$ cat config.mk
export PLATFORM = sky130hd
export DESIGN_NAME = keystroke_rate_meter
export DESIGN_NICKNAME = d
export VERILOG_FILES = /design/src/hw/rtl/krm_pkg.sv /design/src/hw/rtl/krm_ring.sv /design/src/hw/rtl/keystroke_rate_meter.sv
export SDC_FILE = /design/constraint.sdc
export NUM_CORES = 1
export LEC_CHECK = 0
export ABC_CLOCK_PERIOD_IN_PS = 7900
export BUFFER_PORTS_ARGS = -buffer_cell sky130_fd_sc_hd__buf_2
export CAP_MARGIN = 40
export CORE_UTILIZATION = 56
export DETAILED_ROUTE_END_ITERATION = 8
export PLACE_DENSITY = 0.72
export REMOVE_ABC_BUFFERS = 1
export SYNTH_ARGS = -nofsm -noshare
export SYNTH_HDL_FRONTEND = slang
export SYNTH_HIERARCHICAL = 1
export SYNTH_SLANG_ARGS = --single-unit
$ cat constraint.sdc
create_clock -name clk -period 7.9 [get_ports clk]
set_clock_uncertainty 0.1 [all_clocks]
set_input_delay 1.58 -clock clk [delete_from_list [all_inputs] [get_ports clk]]
set_output_delay 1.58 -clock clk [all_outputs]
set_load 0.02 [all_outputs]
$ cat src/hw/rtl/krm_pkg.sv
// Shared types and constants for the keystroke rate meter.
// No dependencies; imported by every module of the block.
`timescale 1ns / 1ps

package krm_pkg;

  localparam int unsigned RATE_W             = 16;
  localparam int unsigned AGE_W              = 8;
  localparam int unsigned WINDOW_BUCKETS_DEF = 8;
  localparam int unsigned HISTORY_DEPTH_DEF  = 64;

  typedef enum logic [1:0] {
    OP_KEYSTROKE = 2'd0,
    OP_REFRESH   = 2'd1,
    OP_HISTORY   = 2'd2,
    OP_READ      = 2'd3
  } op_t;

  typedef struct packed {
    op_t              operation;
    logic [AGE_W-1:0] history_age;
  } in_t;

  typedef struct packed {
    logic [RATE_W-1:0] current_rate;
    logic [RATE_W-1:0] peak_rate;
    logic [RATE_W-1:0] history_value;
  } out_t;

endpackage

$ cat src/hw/rtl/krm_ring.sv
// Ring storage for the rate meter: one write and one registered read port,
// per-entry valid bits so unwritten entries read as zero. Uses krm_pkg.
`timescale 1ns / 1ps

module krm_ring #(
  parameter int unsigned DEPTH = krm_pkg::HISTORY_DEPTH_DEF,
  parameter int unsigned AW    = (DEPTH > 1) ? $clog2(DEPTH) : 1
) (
  input  logic                      clk,
  input  logic                      rst_n,
  input  logic                      rd_en,
  input  logic [AW-1:0]             rd_addr,
  input  logic                      wr_en,
  input  logic [AW-1:0]             wr_addr,
  input  logic [krm_pkg::RATE_W-1:0] wr_data,
  output logic [krm_pkg::RATE_W-1:0] rd_data
);
  import krm_pkg::*;

  logic [RATE_W-1:0] mem [DEPTH];
  logic [DEPTH-1:0]  valid_r;
  logic [RATE_W-1:0] mem_q_r;
  logic              rd_ok_r;
  logic              byp_r;
  logic [RATE_W-1:0] byp_data_r;
  logic              hit;

  // a write landing on the address being read in the same edge wins
  assign hit = rd_en && wr_en && (wr_addr == rd_addr);

  always_ff @(posedge clk) begin
    if (wr_en) begin
      mem[wr_addr] <= wr_data;
    end
    if (rd_en) begin
      mem_q_r <= mem[rd_addr];
    end
  end

  always_ff @(posedge clk) begin
    if (!rst_n) begin
      valid_r <= '0;
      rd_ok_r <= 1'b0;
      byp_r   <= 1'b0;
    end else begin
      if (wr_en) begin
        valid_r[wr_addr] <= 1'b1;
      end
      if (rd_en) begin
        rd_ok_r <= valid_r[rd_addr];
        byp_r   <= hit;
      end
    end
  end

  always_ff @(posedge clk) begin
    if (hit) begin
      byp_data_r <= wr_data;
    end
  end

  assign rd_data = byp_r   ? byp_data_r :
                   rd_ok_r ? mem_q_r    : '0;

endmodule

$ cat src/hw/rtl/keystroke_rate_meter.sv
// Top level of the keystroke rate meter: pointer logic, execute stage and
// result register. Uses krm_pkg and two krm_ring instances.
`timescale 1ns / 1ps

// One result word per input word, one word per cycle sustained; the execute
// stage and result register lie between acceptance and out_valid. Ring reads
// issue on acceptance, and the window or history pointer moves for a refresh
// or history word; the execute stage then updates the bucket, the running
// window sum and the peak, and writes the rings, forwarding a write to a read
// of the same entry. Unwritten ring entries read as zero from reset, with no
// clearing pass. out_ready low stalls the pipe once both stages are full.
module keystroke_rate_meter #(
  parameter int unsigned WINDOW_BUCKETS = krm_pkg::WINDOW_BUCKETS_DEF,
  parameter int unsigned HISTORY_DEPTH  = krm_pkg::HISTORY_DEPTH_DEF
) (
  input  logic          clk,
  input  logic          rst_n,
  input  logic          in_valid,
  output logic          in_ready,
  input  krm_pkg::in_t  in_data,
  output logic          out_valid,
  input  logic          out_ready,
  output krm_pkg::out_t out_data
);
  import krm_pkg::*;

  localparam int unsigned WAW = (WINDOW_BUCKETS > 1) ? $clog2(WINDOW_BUCKETS) : 1;
  localparam int unsigned HAW = (HISTORY_DEPTH > 1) ? $clog2(HISTORY_DEPTH) : 1;
  localparam int unsigned PW  = AGE_W + 1;

  // pointer and read-issue side
  logic            accept;
  logic [WAW-1:0]  wptr_r, wptr_nxt;
  logic [HAW-1:0]  hptr_r, hptr_nxt;
  logic [PW-1:0]   hptr_ext, age_ext, pos_diff, pos_full;
  logic            age_ok;

  // execute stage
  logic            s1_valid_r;
  op_t             s1_op_r;
  logic            s1_age_ok_r;
  logic [WAW-1:0]  s1_waddr_r;
  logic [HAW-1:0]  s1_haddr_r;
  logic            advance;
  logic            exec;

  logic [RATE_W-1:0] bucket_r, bucket_nxt;
  logic [RATE_W-1:0] sum_r, sum_nxt;
  logic [RATE_W-1:0] peak_r, peak_nxt;
  logic [RATE_W-1:0] hist_val;
  logic [RATE_W-1:0] win_rd, hist_rd;
  logic              win_wr, hist_wr;

  logic            out_valid_r;
  out_t            out_r;

  assign advance  = !out_valid_r || out_ready;
  assign in_ready = !s1_valid_r || advance;
  assign accept   = in_valid && in_ready;
  assign exec     = s1_valid_r && advance;

  assign wptr_nxt = (wptr_r == WAW'(WINDOW_BUCKETS - 1)) ? '0 : wptr_r + 1'b1;
  assign hptr_nxt = (hptr_r == HAW'(HISTORY_DEPTH - 1)) ? '0 : hptr_r + 1'b1;

  // history position a given age back, wrapping round the ring
  assign hptr_ext = PW'(hptr_r);
  assign age_ext  = PW'(in_data.history_age);
  assign age_ok   = age_ext < PW'(HISTORY_DEPTH);
  assign pos_diff = hptr_ext - age_ext;
  assign pos_full = (hptr_ext >= age_ext) ? pos_diff : pos_diff + PW'(HISTORY_DEPTH);

  always_ff @(posedge clk) begin
    if (!rst_n) begin
      wptr_r     <= '0;
      hptr_r     <= '0;
      s1_valid_r <= 1'b0;
    end else begin
      if (accept && in_data.operation == OP_REFRESH) begin
        wptr_r <= wptr_nxt;
      end
      if (accept && in_data.operation == OP_HISTORY) begin
        hptr_r <= hptr_nxt;
      end
      if (in_ready) begin
        s1_valid_r <= in_valid;
      end
    end
  end

  always_ff @(posedge clk) begin
    if (accept) begin
      s1_op_r     <= in_data.operation;
      s1_age_ok_r <= age_ok;
      s1_waddr_r  <= wptr_nxt;
      s1_haddr_r  <= hptr_nxt;
    end
  end

  assign win_wr  = exec && s1_op_r == OP_REFRESH;
  assign hist_wr = exec && s1_op_r == OP_HISTORY;

  krm_ring #(
    .DEPTH (WINDOW_BUCKETS),
    .AW    (WAW)
  ) u_window (
    .clk     (clk),
    .rst_n   (rst_n),
    .rd_en   (accept),
    .rd_addr (wptr_nxt),
    .wr_en   (win_wr),
    .wr_addr (s1_waddr_r),
    .wr_data (bucket_r),
    .rd_data (win_rd)
  );

  krm_ring #(
    .DEPTH (HISTORY_DEPTH),
    .AW    (HAW)
  ) u_history (
    .clk     (clk),
    .rst_n   (rst_n),
    .rd_en   (accept),
    .rd_addr (pos_full[HAW-1:0]),
    .wr_en   (hist_wr),
    .wr_addr (s1_haddr_r),
    .wr_data (peak_r),
    .rd_data (hist_rd)
  );

  always_comb begin
    bucket_nxt = bucket_r;
    sum_nxt    = sum_r;
    peak_nxt   = peak_r;
    hist_val   = '0;
    case (s1_op_r)
      OP_KEYSTROKE: begin
        bucket_nxt = bucket_r + 1'b1;
      end
      OP_REFRESH: begin
        // running sum: drop the outgoing bucket, add the incoming one
        sum_nxt    = sum_r - win_rd + bucket_r;
        peak_nxt   = (peak_r < sum_nxt) ? sum_nxt : peak_r;
        bucket_nxt = '0;
      end
      OP_HISTORY: begin
        peak_nxt = '0;
      end
      OP_READ: begin
        hist_val = s1_age_ok_r ? hist_rd : '0;
      end
      default: begin
        bucket_nxt = bucket_r;
      end
    endcase
  end

  always_ff @(posedge clk) begin
    if (!rst_n) begin
      bucket_r    <= '0;
      sum_r       <= '0;
      peak_r      <= '0;
      out_valid_r <= 1'b0;
    end else begin
      if (exec) begin
        bucket_r <= bucket_nxt;
        sum_r    <= sum_nxt;
        peak_r   <= peak_nxt;
      end
      if (advance) begin
        out_valid_r <= s1_valid_r;
      end
    end
  end

  always_ff @(posedge clk) begin
    if (exec) begin
      out_r.current_rate  <= sum_nxt;
      out_r.peak_rate     <= peak_nxt;
      out_r.history_value <= hist_val;
    end
  end

  assign out_valid = out_valid_r;
  assign out_data  = out_r;

endmodule
==> run_results.csv <==
group,metric,value,unit
cells_and_area,area_growth,12.37,%
hold_path,hp-class,"reg2reg",
synthesis,ys_types,77,
sta,drv_slew,0,
critical_path,critPathMaxFanout,18,
sta,setup_viol,0,
synthesis,synth_edf_count,1276,
power,p_per_area,256.4,nW/um^2
sta,hold_viol,0,
synthesis,ys.flop_type,"edfxtp_1",
global_route,grt_max_degree,108,
critical_path,cp.required,8.30,ns
drt,via_count,27590,
cts,cts.repair.resized,0,
drt,drtAntennaViolNets,0,
global_route,grt_use_total,25.46,%
cells_and_area,layout_commonest_cell,"edfxtp_1",
critical_path,crit_start,"u_window/byp_r$_SDFFE_PN0P_",
floorplanning,io_pins,64,
cts,h-tree-depth,4,
critical_path,crit_path_top_delay_cell,"dfxtp_1",
sta,rsz0062_at_grt,"false",
sta,worst_slew_pin_slew,0.9247,ns
cts,clock_path_buffers,3,
drt,drt-total-wl,126700,um
placement,pre_cts_ws,1.630,ns
floorplanning,die_x,318.2,um
cts,cts_tree,"done",
cells_and_area,fillers,6458,
floorplanning,die_h,318.2,um
synthesis,synth_area_leaders,"edfxtp_1 (68%), mux4_2 (14%), dfxtp_1 (4.8%), mux4_1 (1.3%), o21a_1 (1.1%)",
synthesis,yosysTopAreaCell,"edfxtp_1",
placement,port_buffers,63,
synthesis,synth_area,56000,um^2
critical_path,critPathLaunchType,"flip-flop",
global_route,grt_pass1_vias,28290,
cts,cts_setup_buffers,0,
placement,gp_congestion,0.8378,
cells_and_area,fin_nets,3008,
drt,detailedRoute.firstIterationViolations,3116,
critical_path,slowest_delay,0.73,ns
critical_path,cp_cell_sequence,"nor2b_1 > buf_4 > a22o_1 > ha_1 > inv_1 > ha_1 > inv_1 > fa_1 > nor2b_4 > o31a_1 > o2111ai_2 > a31oi_1 > o211ai_1 > and3b_1 > or2_2 > ha_1 > and4_1 > and2_1 > nand2_1 > o41a_1 > nand3_1 > a2bb2o_1",
cts,ctsHoldBuffers,0,
critical_path,cp-end-kind,"flip-flop",
synthesis,ys_warn_count,6,
drt,via_per_inst,6.360,
drt,drc,0,
cells_and_area,layout_common_cells,"edfxtp_1 (1276), mux4_2 (345), clkbuf_16 (141), dfxtp_1 (119), buf_4 (108)",
floorplanning,core,98710,um^2
synthesis,syn_inst,2754,
floorplanning,start_util,56.73,%
cts,cts_buffers,140,
status,status,"complete, no violations",
floorplanning,rows,115,
power,peakVddDrop,0.0002030,V
sta,max_freq,155.9,MHz
floorplanning,die_area,101300,um^2
cells_and_area,drive_above_1_share,26.63,%
critical_path,arrival,6.82,ns
sta,relSlewSlack,38.22,%
power,p_leak,20.99,nW
sta,finalCriticalPeriod,6.413,ns
synthesis,avgSynthCellArea,20.33,um^2
cts,cts_root_buf,"clkbuf_16",
critical_path,cp_common_cell,"ha_1",
job,drv_cap,0,
synthesis,yosys_register_bits,1411,
sta,hold_slack,0.3629,ns
cts,clkSinkCount,1411,
cts,path_clk_slew,0.06,ns
global_route,grt_pass1_wl,186400,um
synthesis,synth_top_area_share,68.43,%
power,p_total,16.13,mW
cts,clock_latency,0.77,ns
synthesis,seq_area_frac_synth,73.25,%
hold_path,hp-start,"u_history/valid_r[45]$_SDFFE_PN0P_",
drt,wl_per_cell,29.21,um
synthesis,synth_async_sr_flop_share,0,%
placement,hpwl,73000,um
sta,fin_crit_sh,81.18,%
critical_path,criticalPathCategory,"reg2reg",
global_route,gr-total-overflow,0,
drt,dr.pass1.iters,5,
critical_path,reg2reg_from,"u_window/byp_r$_SDFFE_PN0P_",
global_route,antenna_found_initial,1,
sta,fin_ws,1.487,ns
[kinds of logic after synthesis]
kind of cell             Yosys count  share of synthesized area, %
AO/OA/AOI/OAI                    260                         3.559
AND/OR/NAND/NOR                  313                         2.762
flip-flops                      1411                         73.25
XOR/XNOR                          46                        0.7329
adder cells (fa/ha/maj)           58                         1.510
multiplexers                     434                         16.32
buffers and inverters            232                         1.866
[synth_stat cells, drive strengths merged (20+ instances only)]
library cell,count
edfxtp,1276
mux4,372
dfxtp,135
nor2,102
inv,93
clkbuf,81
o21a,80
nand2,66
buf,58
ha,42
o21ai,39
a22o,34
mux2i,32
mux2,30
xnor2,28
nor2b,25
nand3,22
a21oi,21
and3,20
[report_power, final]
| part | leakage [nW] | internal, mW | total (mW) | switching [mW] |
|---|---|---|---|---|
| Combinational | 5.81 | 0.592 | 1.35 | 0.763 |
| Sequential | 13.0 | 8.13 | 8.16 | 0.0342 |
| Clock | 2.23 | 3.83 | 6.62 | 2.79 |
[path summary, 6_finish.rpt]
path                            slack (ns)                                  to  depth (start not counted)
worst max-delay path                  1.49              out_data[25]$_DFFE_PP_                         22
worst min-delay path                  0.36  u_history/valid_r[45]$_SDFFE_PN0P_                          1
worst min register to register        0.36  u_history/valid_r[45]$_SDFFE_PN0P_                          1
worst max register to register        1.49              out_data[25]$_DFFE_PP_                         22
[worst max-delay path, delay by kind of cell, from the launching register on]
family	cells	cell delay, ns
compound gates	7	1.83
fa+ha+maj	4	1.20
buf+inv	3	0.38
flops	1	0.73
simple gates	8	1.89
[final cells by class]
class	instances	area [um^2]	share of cell area, %
Clock buffer	171	3711	5.898
Multi-Input combinational cell	1111	14030	22.30
Inverter	93	364.1	0.5786
Clock inverter	84	875.8	1.392
Antenna cell	2	5.005	0.007954
Sequential cell	1411	41040	65.22
Tap cell	1287	1610	2.559
Timing Repair Buffer	179	1287	2.046
[per-layer routing]
layer / global-route usage, % / vias to the layer above / wire, um
met3: 4.509 / 187 / 9214
li1: - / 11620 / -
met2: 41.68 / 1140 / 63000
met5: 0 / - / 18
met4: 7.815 / 2 / 3328
met1: 35.30 / 14650 / 51170
[flip-flops by register name, summed over array words and instances (netlist names), 6 cells and up]
name / count
u_window/mem: 128
out_data: 48
u_window/valid_r: 8
peak_r: 16
hptr_r: 6
u_window/mem_q_r: 16
sum_r: 16
u_history/mem: 1024
u_history/mem_q_r: 16
u_history/byp_data_r: 16
bucket_r: 16
s1_haddr_r: 6
u_window/byp_data_r: 16
u_history/valid_r: 64
[stage by stage]
step                      area, um^2  TNS, ns  cells  utilization (%)
after floorplan                55300  -189.05   2615                -
after global placement         58270        0   4076            59.04
after detailed placement       58330        0   4081            59.10
after CTS                      62920        0   4336            63.74
after global routing           62920        0   4336            63.74
final                          62930        0   4338            63.75
Note: power is estimated with default switching activity, not from simulation.
